[config.mk]
export PLATFORM = sky130hd
export DESIGN_NAME = scaled_blit_address_generator
export DESIGN_NICKNAME = d
export VERILOG_FILES = /design/src/hdl/sba_pkg.sv /design/src/hdl/scaled_blit_address_generator.sv /design/src/hdl/sba_mac.sv /design/src/hdl/sba_div.sv
export SDC_FILE = /design/constraint.sdc
export NUM_CORES = 2
export LEC_CHECK = 0
export BUFFER_PORTS_ARGS = -buffer_cell sky130_fd_sc_hd__buf_2
export CAP_MARGIN = 20
export CORE_MARGIN = 2
export CORE_UTILIZATION = 35
export DETAILED_ROUTE_END_ITERATION = 10
export GPL_TIMING_DRIVEN = 0
export PLACE_DENSITY = 0.49
export SLEW_MARGIN = 20
export SYNTH_ARGS = -nofsm -noshare
export SYNTH_HDL_FRONTEND = slang
export SYNTH_SLANG_ARGS = --single-unit
[constraint.sdc]
create_clock -name clk_i -period 9.3 [get_ports clk_i]
set_clock_uncertainty 0.05 [all_clocks]
set_input_delay 1.86 -clock clk_i [delete_from_list [all_inputs] [get_ports clk_i]]
set_output_delay 1.86 -clock clk_i [all_outputs]
set_load 0.01 [all_outputs]
[src/hdl/sba_pkg.sv]
// shared constants, types and helpers of the scaled blit address generator
// no dependencies; used by sba_mac, sba_div and scaled_blit_address_generator
package sba_pkg;

  // coordinate and pitch widths
  localparam int CB = 13;
  localparam int PB = 16;

  // offsets and pixel words
  localparam int OFF_W  = 32;
  localparam int WORD_W = 32;
  localparam int BC_W   = 3;

  // configuration register widths
  localparam int RECT_W  = 4 * CB;
  localparam int SIZE_W  = 2 * CB;
  localparam int PITCH_W = 2 * PB;
  localparam int MODE_W  = 3;
  localparam int CFG_W   = (RECT_W > PITCH_W) ? RECT_W : PITCH_W;
  localparam int CFG_IDX_W = 3;

  // register indexes
  localparam logic [CFG_IDX_W-1:0] REG_SRC_RECT  = 3'd0;
  localparam logic [CFG_IDX_W-1:0] REG_DST_RECT  = 3'd1;
  localparam logic [CFG_IDX_W-1:0] REG_SRC_SIZE  = 3'd2;
  localparam logic [CFG_IDX_W-1:0] REG_DST_SIZE  = 3'd3;
  localparam logic [CFG_IDX_W-1:0] REG_PITCHES   = 3'd4;
  localparam logic [CFG_IDX_W-1:0] REG_BLIT_MODE = 3'd5;

  // mode register bit positions
  localparam int MODE_SFMT = 0;
  localparam int MODE_DFMT = 1;
  localparam int MODE_PAD  = 2;

  // request kinds
  localparam int KIND_W = 2;
  localparam logic [KIND_W-1:0] KIND_START   = 2'd0;
  localparam logic [KIND_W-1:0] KIND_ADVANCE = 2'd1;
  localparam logic [KIND_W-1:0] KIND_CONVERT = 2'd2;

  // pixel sizes in bytes and the opaque alpha
  localparam logic [BC_W-1:0] PIX_A8   = 3'd1;
  localparam logic [BC_W-1:0] PIX_BGRA = 3'd4;
  localparam logic [7:0]      ALPHA_OPAQUE = 8'd255;

  // shared multiply-add operand widths
  localparam int MA_W = CB + 1;
  localparam int MB_W = (CB > PB) ? CB : PB;

  // divider: dividend of two coordinates, one quotient bit per step
  localparam int DIVD_W = 2 * CB;
  localparam int DIV_CNT_W = $clog2(CB + 1);

  // stream widths
  localparam int IN_TDATA_W = WORD_W;
  localparam int RES_W = 1 + OFF_W + OFF_W + 1 + WORD_W + BC_W;
  localparam int OUT_TDATA_W = ((RES_W + 7) / 8) * 8;
  localparam int OUT_PAD_W = OUT_TDATA_W - RES_W;

  // one result item
  typedef struct packed {
    logic              status;
    logic [OFF_W-1:0]  rd;
    logic [OFF_W-1:0]  wr;
    logic              we;
    logic              last;
    logic [WORD_W-1:0] word;
    logic [BC_W-1:0]   bc;
  } res_t;

  // pixel size for a format bit
  function automatic logic [BC_W-1:0] pix_bytes(input logic bgra);
    return bgra ? PIX_BGRA : PIX_A8;
  endfunction

endpackage

[src/hdl/scaled_blit_address_generator.sv]
// scaled blit address generator: sequencer, walk state and configuration
// depends on sba_pkg, sba_mac and sba_div
//
// Usage: configuration registers are written through cfg_we_i / cfg_idx_i /
// cfg_data_i while no request is in flight. Requests enter on the s_axis
// group (tuser = kind, tdata = source word); every request gives exactly one
// result on the m_axis group, with tlast marking the last pixel of a walk.
// A start request checks both rectangles and restarts the walk; advance
// requests step through the destination rectangle one pixel each; convert
// requests translate one pixel word between A8 and BGRA8.
// After the request handshake a start, a convert and an advance that copies
// nothing or is skipped early go straight to the response state; an unscaled
// copy first passes the read and write offset states, and a scaled copy before
// them multiplies and divides for each axis, ending early past the source edge.
// s_axis_tready is high only between requests, so no new request is taken
// before the last one reaches the result register; in the scaled case the
// shared divider yields one quotient bit per cycle for each axis in turn,
// and all offsets pass through a single shared multiply-add unit.
// Reset clears the configuration, the walk position and the running flag.
// A stalled receiver holds the result register; the block finishes the next
// request and then waits in its response state until the register frees.
module scaled_blit_address_generator (
  input  logic                             clk_i,
  input  logic                             rst_ni,
  // configuration write port
  input  logic                             cfg_we_i,
  input  logic [sba_pkg::CFG_IDX_W-1:0]    cfg_idx_i,
  input  logic [sba_pkg::CFG_W-1:0]        cfg_data_i,
  // request stream
  input  logic                             s_axis_tvalid,
  output logic                             s_axis_tready,
  input  logic [sba_pkg::IN_TDATA_W-1:0]   s_axis_tdata,  // src_word
  input  logic [sba_pkg::KIND_W-1:0]       s_axis_tuser,  // kind
  // result stream
  output logic                             m_axis_tvalid,
  input  logic                             m_axis_tready,
  // status, read_offset, write_offset, write_enable, out_word, byte_count, zeros
  output logic [sba_pkg::OUT_TDATA_W-1:0]  m_axis_tdata,
  output logic                             m_axis_tlast   // last_pixel
);

  localparam int CB = sba_pkg::CB;
  localparam int PB = sba_pkg::PB;
  localparam logic [CB+1:0] ONE_X = (CB+2)'(1);

  typedef enum logic [9:0] {
    ST_IDLE  = 10'b0000000001,
    ST_MULX  = 10'b0000000010,
    ST_DIVX  = 10'b0000000100,
    ST_WAITX = 10'b0000001000,
    ST_MULY  = 10'b0000010000,
    ST_DIVY  = 10'b0000100000,
    ST_WAITY = 10'b0001000000,
    ST_RDOFF = 10'b0010000000,
    ST_WROFF = 10'b0100000000,
    ST_RESP  = 10'b1000000000
  } state_e;

  // configuration registers
  logic [sba_pkg::RECT_W-1:0]  src_area_q, dst_rect_q;
  logic [sba_pkg::SIZE_W-1:0]  src_size_q, dst_size_q;
  logic [sba_pkg::PITCH_W-1:0] pitches_q;
  logic [sba_pkg::MODE_W-1:0]  mode_q;

  // sequencer and walk state
  state_e          state_q, state_d;
  logic [CB-1:0]   column_q, column_d, row_q, row_d;
  logic            running_q, running_d;
  logic [CB-1:0]   x_q, x_d, y_q, y_d, sx_q, sx_d, sy_q, sy_d;
  sba_pkg::res_t   res_q, res_d, out_q, out_d;
  logic            m_valid_q, m_valid_d;

  // register fields
  logic [CB-1:0] sl, st, sr, sb, dl, dt, dr, db;
  logic [CB-1:0] s_w, s_h, d_w, d_h;
  logic [PB-1:0] sp, dp;
  logic          sfmt, dfmt, pad;

  // derived geometry
  logic [CB-1:0]   dw_c, dh_c, sw_c, sh_c;
  logic [CB:0]     dw_x, dh_x, sw_x, sh_x;
  logic            dw_pos, dh_pos, sw_pos, sh_pos, scaling, bounds_ok;
  logic            x_end, y_end, x_in, y_in;
  logic [CB+1:0]   sx_lin, sy_lin, sx_pad, sy_pad;
  logic            sx_over, sy_over;
  logic [CB:0]     sx_sc, sy_sc;
  logic [CB:0]     dy_lin, dx_lin;
  logic [sba_pkg::WORD_W-1:0] conv_word;

  // shared units
  logic                       mac_en;
  logic [sba_pkg::MA_W-1:0]   mac_a;
  logic [sba_pkg::MB_W-1:0]   mac_b;
  logic [sba_pkg::OFF_W-1:0]  mac_c, mac_res;
  logic                       div_start, div_done;
  logic [sba_pkg::DIVD_W-1:0] div_dividend;
  logic [CB-1:0]              div_divisor, div_quot;

  // clamp to [lo, hi-1], lower bound wins
  function automatic logic [CB+1:0] clamp_pad(input logic [CB+1:0] v,
                                               input logic [CB-1:0] lo,
                                               input logic [CB-1:0] hi);
    logic signed [CB+1:0] hm1;
    logic signed [CB+1:0] r;
    hm1 = $signed({2'b00, hi} - ONE_X);
    r   = $signed(v);
    if (r > hm1) r = hm1;
    if (r < $signed({2'b00, lo})) r = $signed({2'b00, lo});
    return r;
  endfunction

  // configuration writes
  always_ff @(posedge clk_i or negedge rst_ni) begin
    if (!rst_ni) begin
      src_area_q <= '0;
      dst_rect_q <= '0;
      src_size_q <= '0;
      dst_size_q <= '0;
      pitches_q  <= '0;
      mode_q     <= '0;
    end else if (cfg_we_i) begin
      unique case (cfg_idx_i)
        sba_pkg::REG_SRC_RECT:  src_area_q <= cfg_data_i[sba_pkg::RECT_W-1:0];
        sba_pkg::REG_DST_RECT:  dst_rect_q <= cfg_data_i[sba_pkg::RECT_W-1:0];
        sba_pkg::REG_SRC_SIZE:  src_size_q <= cfg_data_i[sba_pkg::SIZE_W-1:0];
        sba_pkg::REG_DST_SIZE:  dst_size_q <= cfg_data_i[sba_pkg::SIZE_W-1:0];
        sba_pkg::REG_PITCHES:   pitches_q  <= cfg_data_i[sba_pkg::PITCH_W-1:0];
        sba_pkg::REG_BLIT_MODE: mode_q     <= cfg_data_i[sba_pkg::MODE_W-1:0];
        default: ;
      endcase
    end
  end

  // field extraction
  assign sl   = src_area_q[0*CB +: CB];
  assign st   = src_area_q[1*CB +: CB];
  assign sr   = src_area_q[2*CB +: CB];
  assign sb   = src_area_q[3*CB +: CB];
  assign dl   = dst_rect_q[0*CB +: CB];
  assign dt   = dst_rect_q[1*CB +: CB];
  assign dr   = dst_rect_q[2*CB +: CB];
  assign db   = dst_rect_q[3*CB +: CB];
  assign s_w  = src_size_q[0 +: CB];
  assign s_h  = src_size_q[CB +: CB];
  assign d_w  = dst_size_q[0 +: CB];
  assign d_h  = dst_size_q[CB +: CB];
  assign sp   = pitches_q[0 +: PB];
  assign dp   = pitches_q[PB +: PB];
  assign sfmt = mode_q[sba_pkg::MODE_SFMT];
  assign dfmt = mode_q[sba_pkg::MODE_DFMT];
  assign pad  = mode_q[sba_pkg::MODE_PAD];

  // rectangle extents and scaling decision
  assign dw_c   = dr - dl;
  assign dh_c   = db - dt;
  assign sw_c   = sr - sl;
  assign sh_c   = sb - st;
  assign dw_x   = {1'b0, dr} - {1'b0, dl};
  assign dh_x   = {1'b0, db} - {1'b0, dt};
  assign sw_x   = {1'b0, sr} - {1'b0, sl};
  assign sh_x   = {1'b0, sb} - {1'b0, st};
  assign dw_pos = dr > dl;
  assign dh_pos = db > dt;
  assign sw_pos = sr > sl;
  assign sh_pos = sb > st;
  assign scaling   = ((sw_x != dw_x) || (sh_x != dh_x)) && !pad;
  assign bounds_ok = (sr <= s_w) && (sb <= s_h) && (dr <= d_w) && (db <= d_h);

  // walk position against the destination extent
  assign x_end = ({1'b0, column_q} + 1'b1) >= {1'b0, dw_c};
  assign y_end = ({1'b0, row_q} + 1'b1) >= {1'b0, dh_c};
  assign x_in  = column_q < dw_c;
  assign y_in  = row_q < dh_c;

  // one to one source position, clamped or range checked
  assign sx_lin  = {2'b00, sl} + {2'b00, column_q};
  assign sy_lin  = {2'b00, st} + {2'b00, row_q};
  assign sx_pad  = clamp_pad(sx_lin, sl, sr);
  assign sy_pad  = clamp_pad(sy_lin, st, sb);
  assign sx_over = sx_lin >= {2'b00, sr};
  assign sy_over = sy_lin >= {2'b00, sb};

  // scaled source position from the divider
  assign sx_sc = {1'b0, sl} + {1'b0, div_quot};
  assign sy_sc = {1'b0, st} + {1'b0, div_quot};

  // destination position
  assign dy_lin = {1'b0, dt} + {1'b0, y_q};
  assign dx_lin = {1'b0, dl} + {1'b0, x_q};

  // pixel format conversion
  always_comb begin
    if (sfmt == dfmt) begin
      conv_word = sfmt ? s_axis_tdata : {24'd0, s_axis_tdata[7:0]};
    end else if (dfmt) begin
      conv_word = {sba_pkg::ALPHA_OPAQUE, s_axis_tdata[7:0], s_axis_tdata[7:0],
                   s_axis_tdata[7:0]};
    end else begin
      conv_word = {24'd0, s_axis_tdata[7:0]};
    end
  end

  // sequencer
  always_comb begin
    state_d      = state_q;
    column_d     = column_q;
    row_d        = row_q;
    running_d    = running_q;
    x_d          = x_q;
    y_d          = y_q;
    sx_d         = sx_q;
    sy_d         = sy_q;
    res_d        = res_q;
    out_d        = out_q;
    m_valid_d    = m_valid_q && !m_axis_tready;
    mac_en       = 1'b0;
    mac_a        = '0;
    mac_b        = '0;
    mac_c        = '0;
    div_start    = 1'b0;
    div_dividend = mac_res[sba_pkg::DIVD_W-1:0];
    div_divisor  = dw_c;
    unique case (state_q)
      ST_IDLE: begin
        if (s_axis_tvalid) begin
          res_d   = '0;
          x_d     = column_q;
          y_d     = row_q;
          state_d = ST_RESP;
          unique case (s_axis_tuser)
            sba_pkg::KIND_START: begin
              res_d.status = !bounds_ok;
              column_d     = '0;
              row_d        = '0;
              running_d    = bounds_ok && dw_pos && dh_pos;
            end
            sba_pkg::KIND_ADVANCE: begin
              if (running_q) begin
                if (!dw_pos || !dh_pos) begin
                  running_d = 1'b0;
                end else begin
                  res_d.last = x_end && y_end;
                  if (x_end) begin
                    column_d = '0;
                    row_d    = row_q + 1'b1;
                    if (y_end) begin
                      running_d = 1'b0;
                    end
                  end else begin
                    column_d = column_q + 1'b1;
                  end
                  if (scaling) begin
                    // beyond the extent the quotient would pass the source edge
                    if (sw_pos && sh_pos && x_in && y_in) begin
                      state_d = ST_MULX;
                    end
                  end else begin
                    sx_d = pad ? sx_pad[CB-1:0] : sx_lin[CB-1:0];
                    sy_d = pad ? sy_pad[CB-1:0] : sy_lin[CB-1:0];
                    if (pad || (!sx_over && !sy_over)) begin
                      state_d = ST_RDOFF;
                    end
                  end
                end
              end
            end
            sba_pkg::KIND_CONVERT: begin
              res_d.word = conv_word;
              res_d.bc   = sba_pkg::pix_bytes(dfmt);
            end
            default: ;
          endcase
        end
      end
      ST_MULX: begin
        mac_en  = 1'b1;
        mac_a   = {1'b0, x_q};
        mac_b   = sba_pkg::MB_W'(sw_c);
        state_d = ST_DIVX;
      end
      ST_DIVX: begin
        div_start = 1'b1;
        state_d   = ST_WAITX;
      end
      ST_WAITX: begin
        if (div_done) begin
          if (sx_sc >= {1'b0, sr}) begin
            state_d = ST_RESP;
          end else begin
            sx_d    = sx_sc[CB-1:0];
            state_d = ST_MULY;
          end
        end
      end
      ST_MULY: begin
        mac_en  = 1'b1;
        mac_a   = {1'b0, y_q};
        mac_b   = sba_pkg::MB_W'(sh_c);
        state_d = ST_DIVY;
      end
      ST_DIVY: begin
        div_start   = 1'b1;
        div_divisor = dh_c;
        state_d     = ST_WAITY;
      end
      ST_WAITY: begin
        if (div_done) begin
          if (sy_sc >= {1'b0, sb}) begin
            state_d = ST_RESP;
          end else begin
            sy_d    = sy_sc[CB-1:0];
            state_d = ST_RDOFF;
          end
        end
      end
      ST_RDOFF: begin
        // source offset: row * pitch + size * column
        mac_en   = 1'b1;
        mac_a    = {1'b0, sy_q};
        mac_b    = sba_pkg::MB_W'(sp);
        mac_c    = sfmt ? sba_pkg::OFF_W'({sx_q, 2'b00}) : sba_pkg::OFF_W'(sx_q);
        res_d.we = 1'b1;
        res_d.bc = sba_pkg::pix_bytes(dfmt);
        state_d  = ST_WROFF;
      end
      ST_WROFF: begin
        // destination offset, source offset taken from the unit
        res_d.rd = mac_res;
        mac_en   = 1'b1;
        mac_a    = dy_lin;
        mac_b    = sba_pkg::MB_W'(dp);
        mac_c    = dfmt ? sba_pkg::OFF_W'({dx_lin, 2'b00}) : sba_pkg::OFF_W'(dx_lin);
        state_d  = ST_RESP;
      end
      ST_RESP: begin
        if (!m_valid_q || m_axis_tready) begin
          out_d = res_q;
          if (res_q.we) begin
            out_d.wr = mac_res;
          end
          m_valid_d = 1'b1;
          state_d   = ST_IDLE;
        end
      end
      default: state_d = ST_IDLE;
    endcase
  end

  // control state
  always_ff @(posedge clk_i or negedge rst_ni) begin
    if (!rst_ni) begin
      state_q   <= ST_IDLE;
      column_q  <= '0;
      row_q     <= '0;
      running_q <= 1'b0;
      m_valid_q <= 1'b0;
    end else begin
      state_q   <= state_d;
      column_q  <= column_d;
      row_q     <= row_d;
      running_q <= running_d;
      m_valid_q <= m_valid_d;
    end
  end

  // payload registers
  always_ff @(posedge clk_i) begin
    x_q   <= x_d;
    y_q   <= y_d;
    sx_q  <= sx_d;
    sy_q  <= sy_d;
    res_q <= res_d;
    out_q <= out_d;
  end

  // shared multiply-add
  sba_mac u_mac (
    .clk_i (clk_i),
    .en_i  (mac_en),
    .a_i   (mac_a),
    .b_i   (mac_b),
    .c_i   (mac_c),
    .res_o (mac_res)
  );

  // shared divider
  sba_div u_div (
    .clk_i      (clk_i),
    .rst_ni     (rst_ni),
    .start_i    (div_start),
    .dividend_i (div_dividend),
    .divisor_i  (div_divisor),
    .done_o     (div_done),
    .quot_o     (div_quot)
  );

  // stream ports
  assign s_axis_tready = (state_q == ST_IDLE);
  assign m_axis_tvalid = m_valid_q;
  assign m_axis_tlast  = out_q.last;
  assign m_axis_tdata  = {{sba_pkg::OUT_PAD_W{1'b0}}, out_q.bc, out_q.word, out_q.we,
                          out_q.wr, out_q.rd, out_q.status};

  // after a request the block is busy in the cycle that follows its handshake
  a_busy_after_req: assert property (@(posedge clk_i) disable iff (!rst_ni)
    s_axis_tvalid && s_axis_tready |=> !s_axis_tready)
    else $error("request accepted while the previous one was still open");

  // quotients only arrive while the sequencer waits for them
  a_div_done_waited: assert property (@(posedge clk_i) disable iff (!rst_ni)
    div_done |-> (state_q == ST_WAITX) || (state_q == ST_WAITY))
    else $error("divider finished outside a wait state");

  // a copying result always carries a pixel size
  a_copy_has_size: assert property (@(posedge clk_i) disable iff (!rst_ni)
    m_valid_q && out_q.we |-> (out_q.bc == sba_pkg::PIX_A8) ||
                              (out_q.bc == sba_pkg::PIX_BGRA))
    else $error("copy result without a pixel size");

  // the walk is over once its last pixel is ready to leave
  a_last_stops_walk: assert property (@(posedge clk_i) disable iff (!rst_ni)
    (state_q == ST_RESP) && res_q.last |-> !running_q)
    else $error("walk still running after its last pixel");

endmodule

[src/hdl/sba_mac.sv]
// shared multiply-add unit with a registered result, a * b + c modulo 2^32
// depends on sba_pkg
module sba_mac (
  input  logic                     clk_i,
  input  logic                     en_i,
  input  logic [sba_pkg::MA_W-1:0]  a_i,
  input  logic [sba_pkg::MB_W-1:0]  b_i,
  input  logic [sba_pkg::OFF_W-1:0] c_i,
  output logic [sba_pkg::OFF_W-1:0] res_o
);

  localparam int PROD_W = sba_pkg::MA_W + sba_pkg::MB_W;

  logic [PROD_W-1:0]         prod;
  logic [sba_pkg::OFF_W-1:0] res_q;

  // product, then wrap to the offset width
  assign prod = PROD_W'(a_i) * PROD_W'(b_i);

  always_ff @(posedge clk_i) begin
    if (en_i) begin
      res_q <= sba_pkg::OFF_W'(prod) + c_i;
    end
  end

  assign res_o = res_q;

endmodule

[src/hdl/sba_div.sv]
// iterative restoring divider, one quotient bit per cycle
// the dividend must be below divisor * 2^CB; depends on sba_pkg
module sba_div (
  input  logic                       clk_i,
  input  logic                       rst_ni,
  input  logic                       start_i,
  input  logic [sba_pkg::DIVD_W-1:0] dividend_i,
  input  logic [sba_pkg::CB-1:0]     divisor_i,
  output logic                       done_o,
  output logic [sba_pkg::CB-1:0]     quot_o
);

  localparam int CB = sba_pkg::CB;

  logic [CB-1:0]                rem_q, rem_d;
  logic [CB-1:0]                quo_q, quo_d;
  logic [CB-1:0]                dvs_q, dvs_d;
  logic [sba_pkg::DIV_CNT_W-1:0] cnt_q, cnt_d;
  logic                         busy_q, busy_d;
  logic                         done_q, done_d;
  logic [CB:0]                  trial;
  logic [CB:0]                  diff;
  logic                         fits;

  // one restoring step
  assign trial = {rem_q, quo_q[CB-1]};
  assign diff  = trial - {1'b0, dvs_q};
  assign fits  = trial >= {1'b0, dvs_q};

  always_comb begin
    rem_d  = rem_q;
    quo_d  = quo_q;
    dvs_d  = dvs_q;
    cnt_d  = cnt_q;
    busy_d = busy_q;
    done_d = 1'b0;
    if (start_i) begin
      rem_d  = dividend_i[sba_pkg::DIVD_W-1:CB];
      quo_d  = dividend_i[CB-1:0];
      dvs_d  = divisor_i;
      cnt_d  = sba_pkg::DIV_CNT_W'(CB);
      busy_d = 1'b1;
    end else if (busy_q) begin
      rem_d = fits ? diff[CB-1:0] : trial[CB-1:0];
      quo_d = {quo_q[CB-2:0], fits};
      cnt_d = cnt_q - 1'b1;
      if (cnt_q == sba_pkg::DIV_CNT_W'(1)) begin
        busy_d = 1'b0;
        done_d = 1'b1;
      end
    end
  end

  // control state
  always_ff @(posedge clk_i or negedge rst_ni) begin
    if (!rst_ni) begin
      cnt_q  <= '0;
      busy_q <= 1'b0;
      done_q <= 1'b0;
    end else begin
      cnt_q  <= cnt_d;
      busy_q <= busy_d;
      done_q <= done_d;
    end
  end

  // working registers
  always_ff @(posedge clk_i) begin
    rem_q <= rem_d;
    quo_q <= quo_d;
    dvs_q <= dvs_d;
  end

  assign done_o = done_q;
  assign quot_o = quo_q;

endmodule

=== Word-level counts from Yosys, hierarchy flattened ===
Index checks and enable logic that the tools add are counted.

* Output and inout port bits: 107
* Flip-flop bits (word level): 530
* Logic and storage cells: 250

* Reduce and logical (&&, ||, !) cells: 51
* Bitwise operators: 2
* Equality and inequality tests: 34
* Multipliers: 1
* Multiplexer cells: 83
* Add/sub/neg operators: 23
* Order comparisons: 21

{| class="wikitable"
|+ Operator list
! operator !! number
|-
| $mux W13 || 30
|-
| $mux W10 || 12
|-
| $pmux W13 S2 || 4
|-
| $mux W101 || 1
|-
| $pmux W10 S10 || 1
|-
| $ge A14 B13 Y1 || 7
|-
| $mux W32 || 3
|-
| $add A13 B13 Y14 || 6
|-
| $sub A13 B13 Y13 || 5
|-
| $pmux W16 S4 || 1
|-
| $pmux W32 S2 || 1
|-
| $pmux W14 S4 || 1
|-
| $sub A13 B13 Y14 || 4
|-
| $gt A13 B13 Y1 || 4
|-
| $le A13 B13 Y1 || 4
|-
| $mux W15 || 3
|-
| $mux W35 || 1
|-
| $pmux W16 S2 || 1
|-
| $add A30 B16 Y31 || 1
|-
| $gt A15 B14 Y1 || 2
|-
| $lt A15 B14 Y1 || 2
|-
| $mul A14 B16 Y30 || 1
|-
| $add A13 B1 Y14 const B || 2
|-
| $ne A14 B14 Y1 || 2
|-
| other kinds (45) || 116
|}

=== Longest topological paths before layout ===
* Depth after elaboration: 12
* Gate-level depth with buffers: 38
* Mapped depth without buffers: 37

=== Modules after synthesis ===
A second synthesis with hierarchy kept.

* Cells, all modules: 4181
* Area, all modules: 41817.6 um^2

{| class="wikitable"
|+ By module, submodules not included
! module !! instances !! sequential area each (um^2) !! cells an instance !! area each (um^2)
|-
| scaled_blit_address_generator || 1 || 12398.1 || 2976 || 29980.0
|-
| sba_mac || 1 || 960.9 || 992 || 9310.2
|-
| sba_div || 1 || 1321.3 || 213 || 2527.4
|}

=== Worst setup path after synthesis ===
Ideal clock, no wire load.

* Path kind: reg2reg
* Start: register src_area_q[39] (netlist bit)
* End: register u_mac.res_q, in the netlist u_mac.res_o[30], data pin
* Stages on the path, launching flop included: 35
* Path slack: 0.936 ns
* Buffers on the path: 1
* Arrival: 8.055 ns
* Period minus slack after synthesis: 8.364 ns
* Data required time: 8.990 ns
* Path through: dfrtp_1 -> inv_1 -> ha_1 -> fa_1 -> nand2b_1 -> a21oi_1 -> o221ai_1 -> o31ai_1 -> xor2_1 -> a221o_1 -> clkbuf_1 -> inv_1 -> nor2_1 -> fa_1 -> inv_1 -> fa_1 -> inv_1 -> fa_1 -> fa_1 -> fa_1 -> inv_1 -> fa_1 -> inv_1 -> ha_1 -> a21o_1 -> a21o_1 -> a211oi_1 -> and3b_1 -> o21ai_0 -> a21oi_1 -> o2111ai_1 -> nand2_1 -> a21o_1 -> a21oi_1 -> xnor2_1

* Cells in the longest elaborated chain, start to end: 4

{| class="wikitable"
|+ Ends and longest elaborated chain
! item !! line !! RTL
|-
| start: declaration || scaled_blit_address_generator.sv:60 || <nowiki>logic [sba_pkg::RECT_W-1:0] src_area_q, dst_rect_q;</nowiki>
|-
| start signal: assignment || scaled_blit_address_generator.sv:123 || <nowiki>sba_pkg::REG_SRC_RECT: src_area_q <= cfg_data_i[sba_pkg::RECT_W-1:0];</nowiki>
|-
| $sub A13 B13 Y13 || scaled_blit_address_generator.sv:157 || <nowiki>assign sh_c = sb - st;</nowiki>
|-
| $pmux W16 S4 || scaled_blit_address_generator.sv:223 || <nowiki>unique case (state_q)</nowiki>
|-
| $mul A14 B16 Y30 || sba_mac.sv:18 || <nowiki>assign prod = PROD_W'(a_i) * PROD_W'(b_i);</nowiki>
|-
| $add A30 B16 Y31 || sba_mac.sv:22 || <nowiki>res_q <= sba_pkg::OFF_W'(prod) + c_i;</nowiki>
|-
| end signal: assignment || sba_mac.sv:22 ||
|-
| end: declaration || sba_mac.sv:15 || <nowiki>logic [sba_pkg::OFF_W-1:0] res_q;</nowiki>
|}

Every way passes these cells.
A chain may end at the register's enable or synchronous reset.

=== Final worst setup path ===
* Start: register src_area_q[27] (netlist bit)
* End: register u_mac.res_q, in the netlist u_mac.res_o[30], data pin

* Cells in the longest elaborated chain, start to end: 4

{| class="wikitable"
|+ Ends and longest elaborated chain
! item !! line !! RTL
|-
| $sub A13 B13 Y13 || scaled_blit_address_generator.sv:156 || <nowiki>assign sw_c = sr - sl;</nowiki>
|-
| $pmux W16 S4 || scaled_blit_address_generator.sv:223 ||
|-
| $mul A14 B16 Y30 || sba_mac.sv:18 ||
|-
| $add A30 B16 Y31 || sba_mac.sv:22 ||
|}

Every way passes these cells.

==> results.toml <==
[cts]
clockRootBuffer = "clkbuf_16"
clk_path_buf_depth = 3
htree_levels = 3
cts_buffers = 66
path_clk_slew_ns = 0.07
cts_tree = "built"
clk_latency_ns = 0.67
cts_hold_buf = 0
clock-sinks = 524

[detailed_routing]
totalWireLength_um = 143000
drtPass1Iterations = 6
drt_iter0_drc = 2583
vias = 31782
wl_per_cell_um = 23.9
ant_nets = 0
avgViaCountPerCell = 5.30
drc = 0

[grt]
grt_pass1_wl_um = 210000
first_global_vias = 31837
antenna_found_initial = 6
track_usage_pct = 23.8
grt_max_degree = 87
grt.overflow.total = 0

[floorplan]
io_pins = 201
fp.dieW_um = 345
die_area_um2 = 119000
core-area_um2 = 116000
die_h_um = 345
initial_core_util_pct = 35.2
row_count = 125

[placement]
gp_congestion = 0.954
place_inst = 5856
dp_hpwl_um = 117000
io_buffer_count = 194

[synthesis]
ys_seq_elements = 524
synth-edff-count = 289
synth_top_cells_by_area = "edfxtp_1, dfrtp_1, ha_1, fa_1, nand2_1"
synth_flop_cell = "edfxtp_1"
syn-cell-area_um2 = 40800
synth_top_cell_by_area = "edfxtp_1"
synthArstFlopShare_pct = 44.8
syn-instance-count = 4112
yosys_warnings = 0
synth-seq-area-share_pct = 35.7
ys_types = 103
syn_avg_cell_area_um2 = 9.92
synth_top_area_share_pct = 21.3

[status]
status = "finished, final reports clean"

[min_path]
hp-class = "reg2reg"
holdPathStages = 0
hp-start = "res_q[29]"

[finish]
nets = 5167
syn_to_final_growth_pct = 14.8
nFillCells = 11573
drive_gt1_share_pct = 12.9
most-common-layout-cells = "nand2_1, ha_1, inv_1"
final_cell_count_no_fill = 6000
layout_commonest_cell = "nand2_1"

[run]
maxCapViolCount = 0

[sta]
min_period_over_period_pct = 97.5
clock.fmax_ghz = 0.110
holdWs_ns = 0.354
fin_crit_ns = 9.07
setup_viol = 0
maxSlewViolCount = 0
rsz0062_at_grt = "yes"
hold_violations = 0
slew-limit-headroom_pct = 12.1
tightest_slew_ns = 1.31

[worst_setup_path]
crit_path_max_incr_delay_ns = 0.55
slowest_stage = "fa_1"
crit_type = "reg2reg"
reg2reg_depth = 33
crit_path_start_kind = "register"
arrival_ns = 9.44
cp_max_fo = 10
critPathCaptureType = "register"
cp-startpoint = "src_area_q[27]"
critPathMostFrequentCell = "fa_1"
rr_startpoint = "src_area_q[27]"
cp.required_ns = 9.67

[power_and_ir_drop]
ir_drop_mv = 0.134
p_sw_share_pct = 40.8
internal_power_mw = 6.25
power_frac_comb_pct = 43.5
p_per_area_nw_per_um2 = 225
pwr-share-seq_pct = 30.8
p_sw_mw = 4.31
leakage_nw = 21.3
p_clk_share_pct = 25.6
[registers in the layout, summed over array words and instances (netlist names), 3 cells and up]
| register | cells |
|---|---|
| m_axis_tdata | 98 |
| res_q | 68 |
| dst_rect_q | 52 |
| src_area_q | 52 |
| pitches_q | 32 |
| u_mac.res_o | 31 |
| dst_size_q | 26 |
| src_size_q | 26 |
| column_q | 13 |
| row_q | 13 |
| sx_q | 13 |
| sy_q | 13 |
| u_div.dvs_q | 13 |
| u_div.quot_o | 13 |
| u_div.rem_q | 13 |
| x_q | 13 |
| y_q | 13 |
| state_q | 10 |
| u_div.cnt_q | 4 |
| mode_q | 3 |
[critical path: cells and delay by family (launching register included)]
family                   cells  cell delay, ns
adder cells (fa/ha/maj)      8            3.95
AO/OA/AOI/OAI               12            2.58
flip-flops                   1            0.50
buffers and inverters        7            0.83
AND/OR/NAND/NOR              4            0.59
XOR/XNOR                     2            0.32
[worst paths after layout]
kind	to	slack, ns
max	u_mac.res_o[30]	0.23
min	m_axis_tdata[92]	0.35
max reg2reg	u_mac.res_o[30]	0.23
min reg2reg	m_axis_tdata[92]	0.35
max in group asynchronous	src_area_q[26]	7.21
min in group asynchronous	dst_rect_q[46]	0.96
[metrics by stage]
step	total power, mW	util, %	setup slack, ns	instance area, um^2	setup TNS [ns]
after global placement	7.67	37.7	-0.917	43700	-77.56
final	10.6	40.4	0.228	46900	0
after CTS	10.5	40.2	0.0283	46500	0
after floorplan	6.15	-	0.936	40800	0
after global routing	11.2	40.4	-0.133	46900	-0.189
after detailed placement	7.73	38.1	-1.04	44100	-7.90
[per-layer routing]
layer / track usage (%) / wire, um / vias up
li1: - / - / 14980
met1: 32.7 / 65400 / 15667
met2: 38.0 / 64300 / 951
met3: 3.83 / 8400 / 182
met4: 8.53 / 5210 / 2
met5: 0 / 7 / -
[final cells by class]
type / count / area [um^2] / share of cell area [%]
antenna: 1 / 2.50 / 0.00534
buffer: 121 / 537 / 1.15
clock buffer: 78 / 1800 / 3.84
clock inverter: 42 / 450 / 0.961
inverter: 442 / 1680 / 3.58
multi-input combinational: 3026 / 24400 / 52.0
sequential: 524 / 14600 / 31.1
tap: 1524 / 1910 / 4.07
timing repair buffer: 242 / 1550 / 3.30
[power groups by stage]
| stage | Clock (mW) | Combinational (mW) | Sequential [mW] |
|---|---|---|---|
| global route | 2.84 | 5.04 | 3.29 |
| CTS | 2.77 | 4.48 | 3.25 |
| floorplan | 0 | 2.97 | 3.18 |
| detailed placement | 0 | 4.44 | 3.29 |
| global placement | 0 | 4.34 | 3.33 |
| finish | 2.71 | 4.59 | 3.26 |
[what timing repair did]
item,in CTS,in global routing
setup buffers,6,21
gates cloned,0,0
gates resized for setup,39,52
pin swaps,5,10
hold endpoints to repair,0,0
endpoints found under the setup margin,16,9
[cells by family (layout without fill, tap and decap cells)]
family          Yosys count  count (layout)  share of synthesized area, %
simple gates           1165            1165                          13.6
xor+xnor                207             207                          4.52
flops                   524             524                          35.7
mux                     170             170                          4.45
fa+ha+maj               651             651                          23.5
buf+inv                 567             925                          5.32
other cells               1               7                       0.00919
compound gates          827             827                          12.9
[cell usage after synthesis (all sizes together) (21+ instances only)]
| master | count |
|---|---|
| clkbuf | 104 |
| o21a | 31 |
| nor2b | 53 |
| nor2 | 227 |
| o21ai | 268 |
| a211oi | 25 |
| inv | 441 |
| nand2 | 481 |
| fa | 193 |
| mux2i | 77 |
| dfrtp | 234 |
| mux2 | 93 |
| a21o | 79 |
| xor2 | 77 |
| ha | 457 |
| buf | 21 |
| xnor2 | 128 |
| nand4 | 43 |
| and2 | 92 |
| nor3 | 52 |
| nand2b | 56 |
| edfxtp | 289 |
| and3 | 26 |
| nand3 | 59 |
| a21oi | 210 |
No activity file was read; power rests on OpenSTA's default activity.
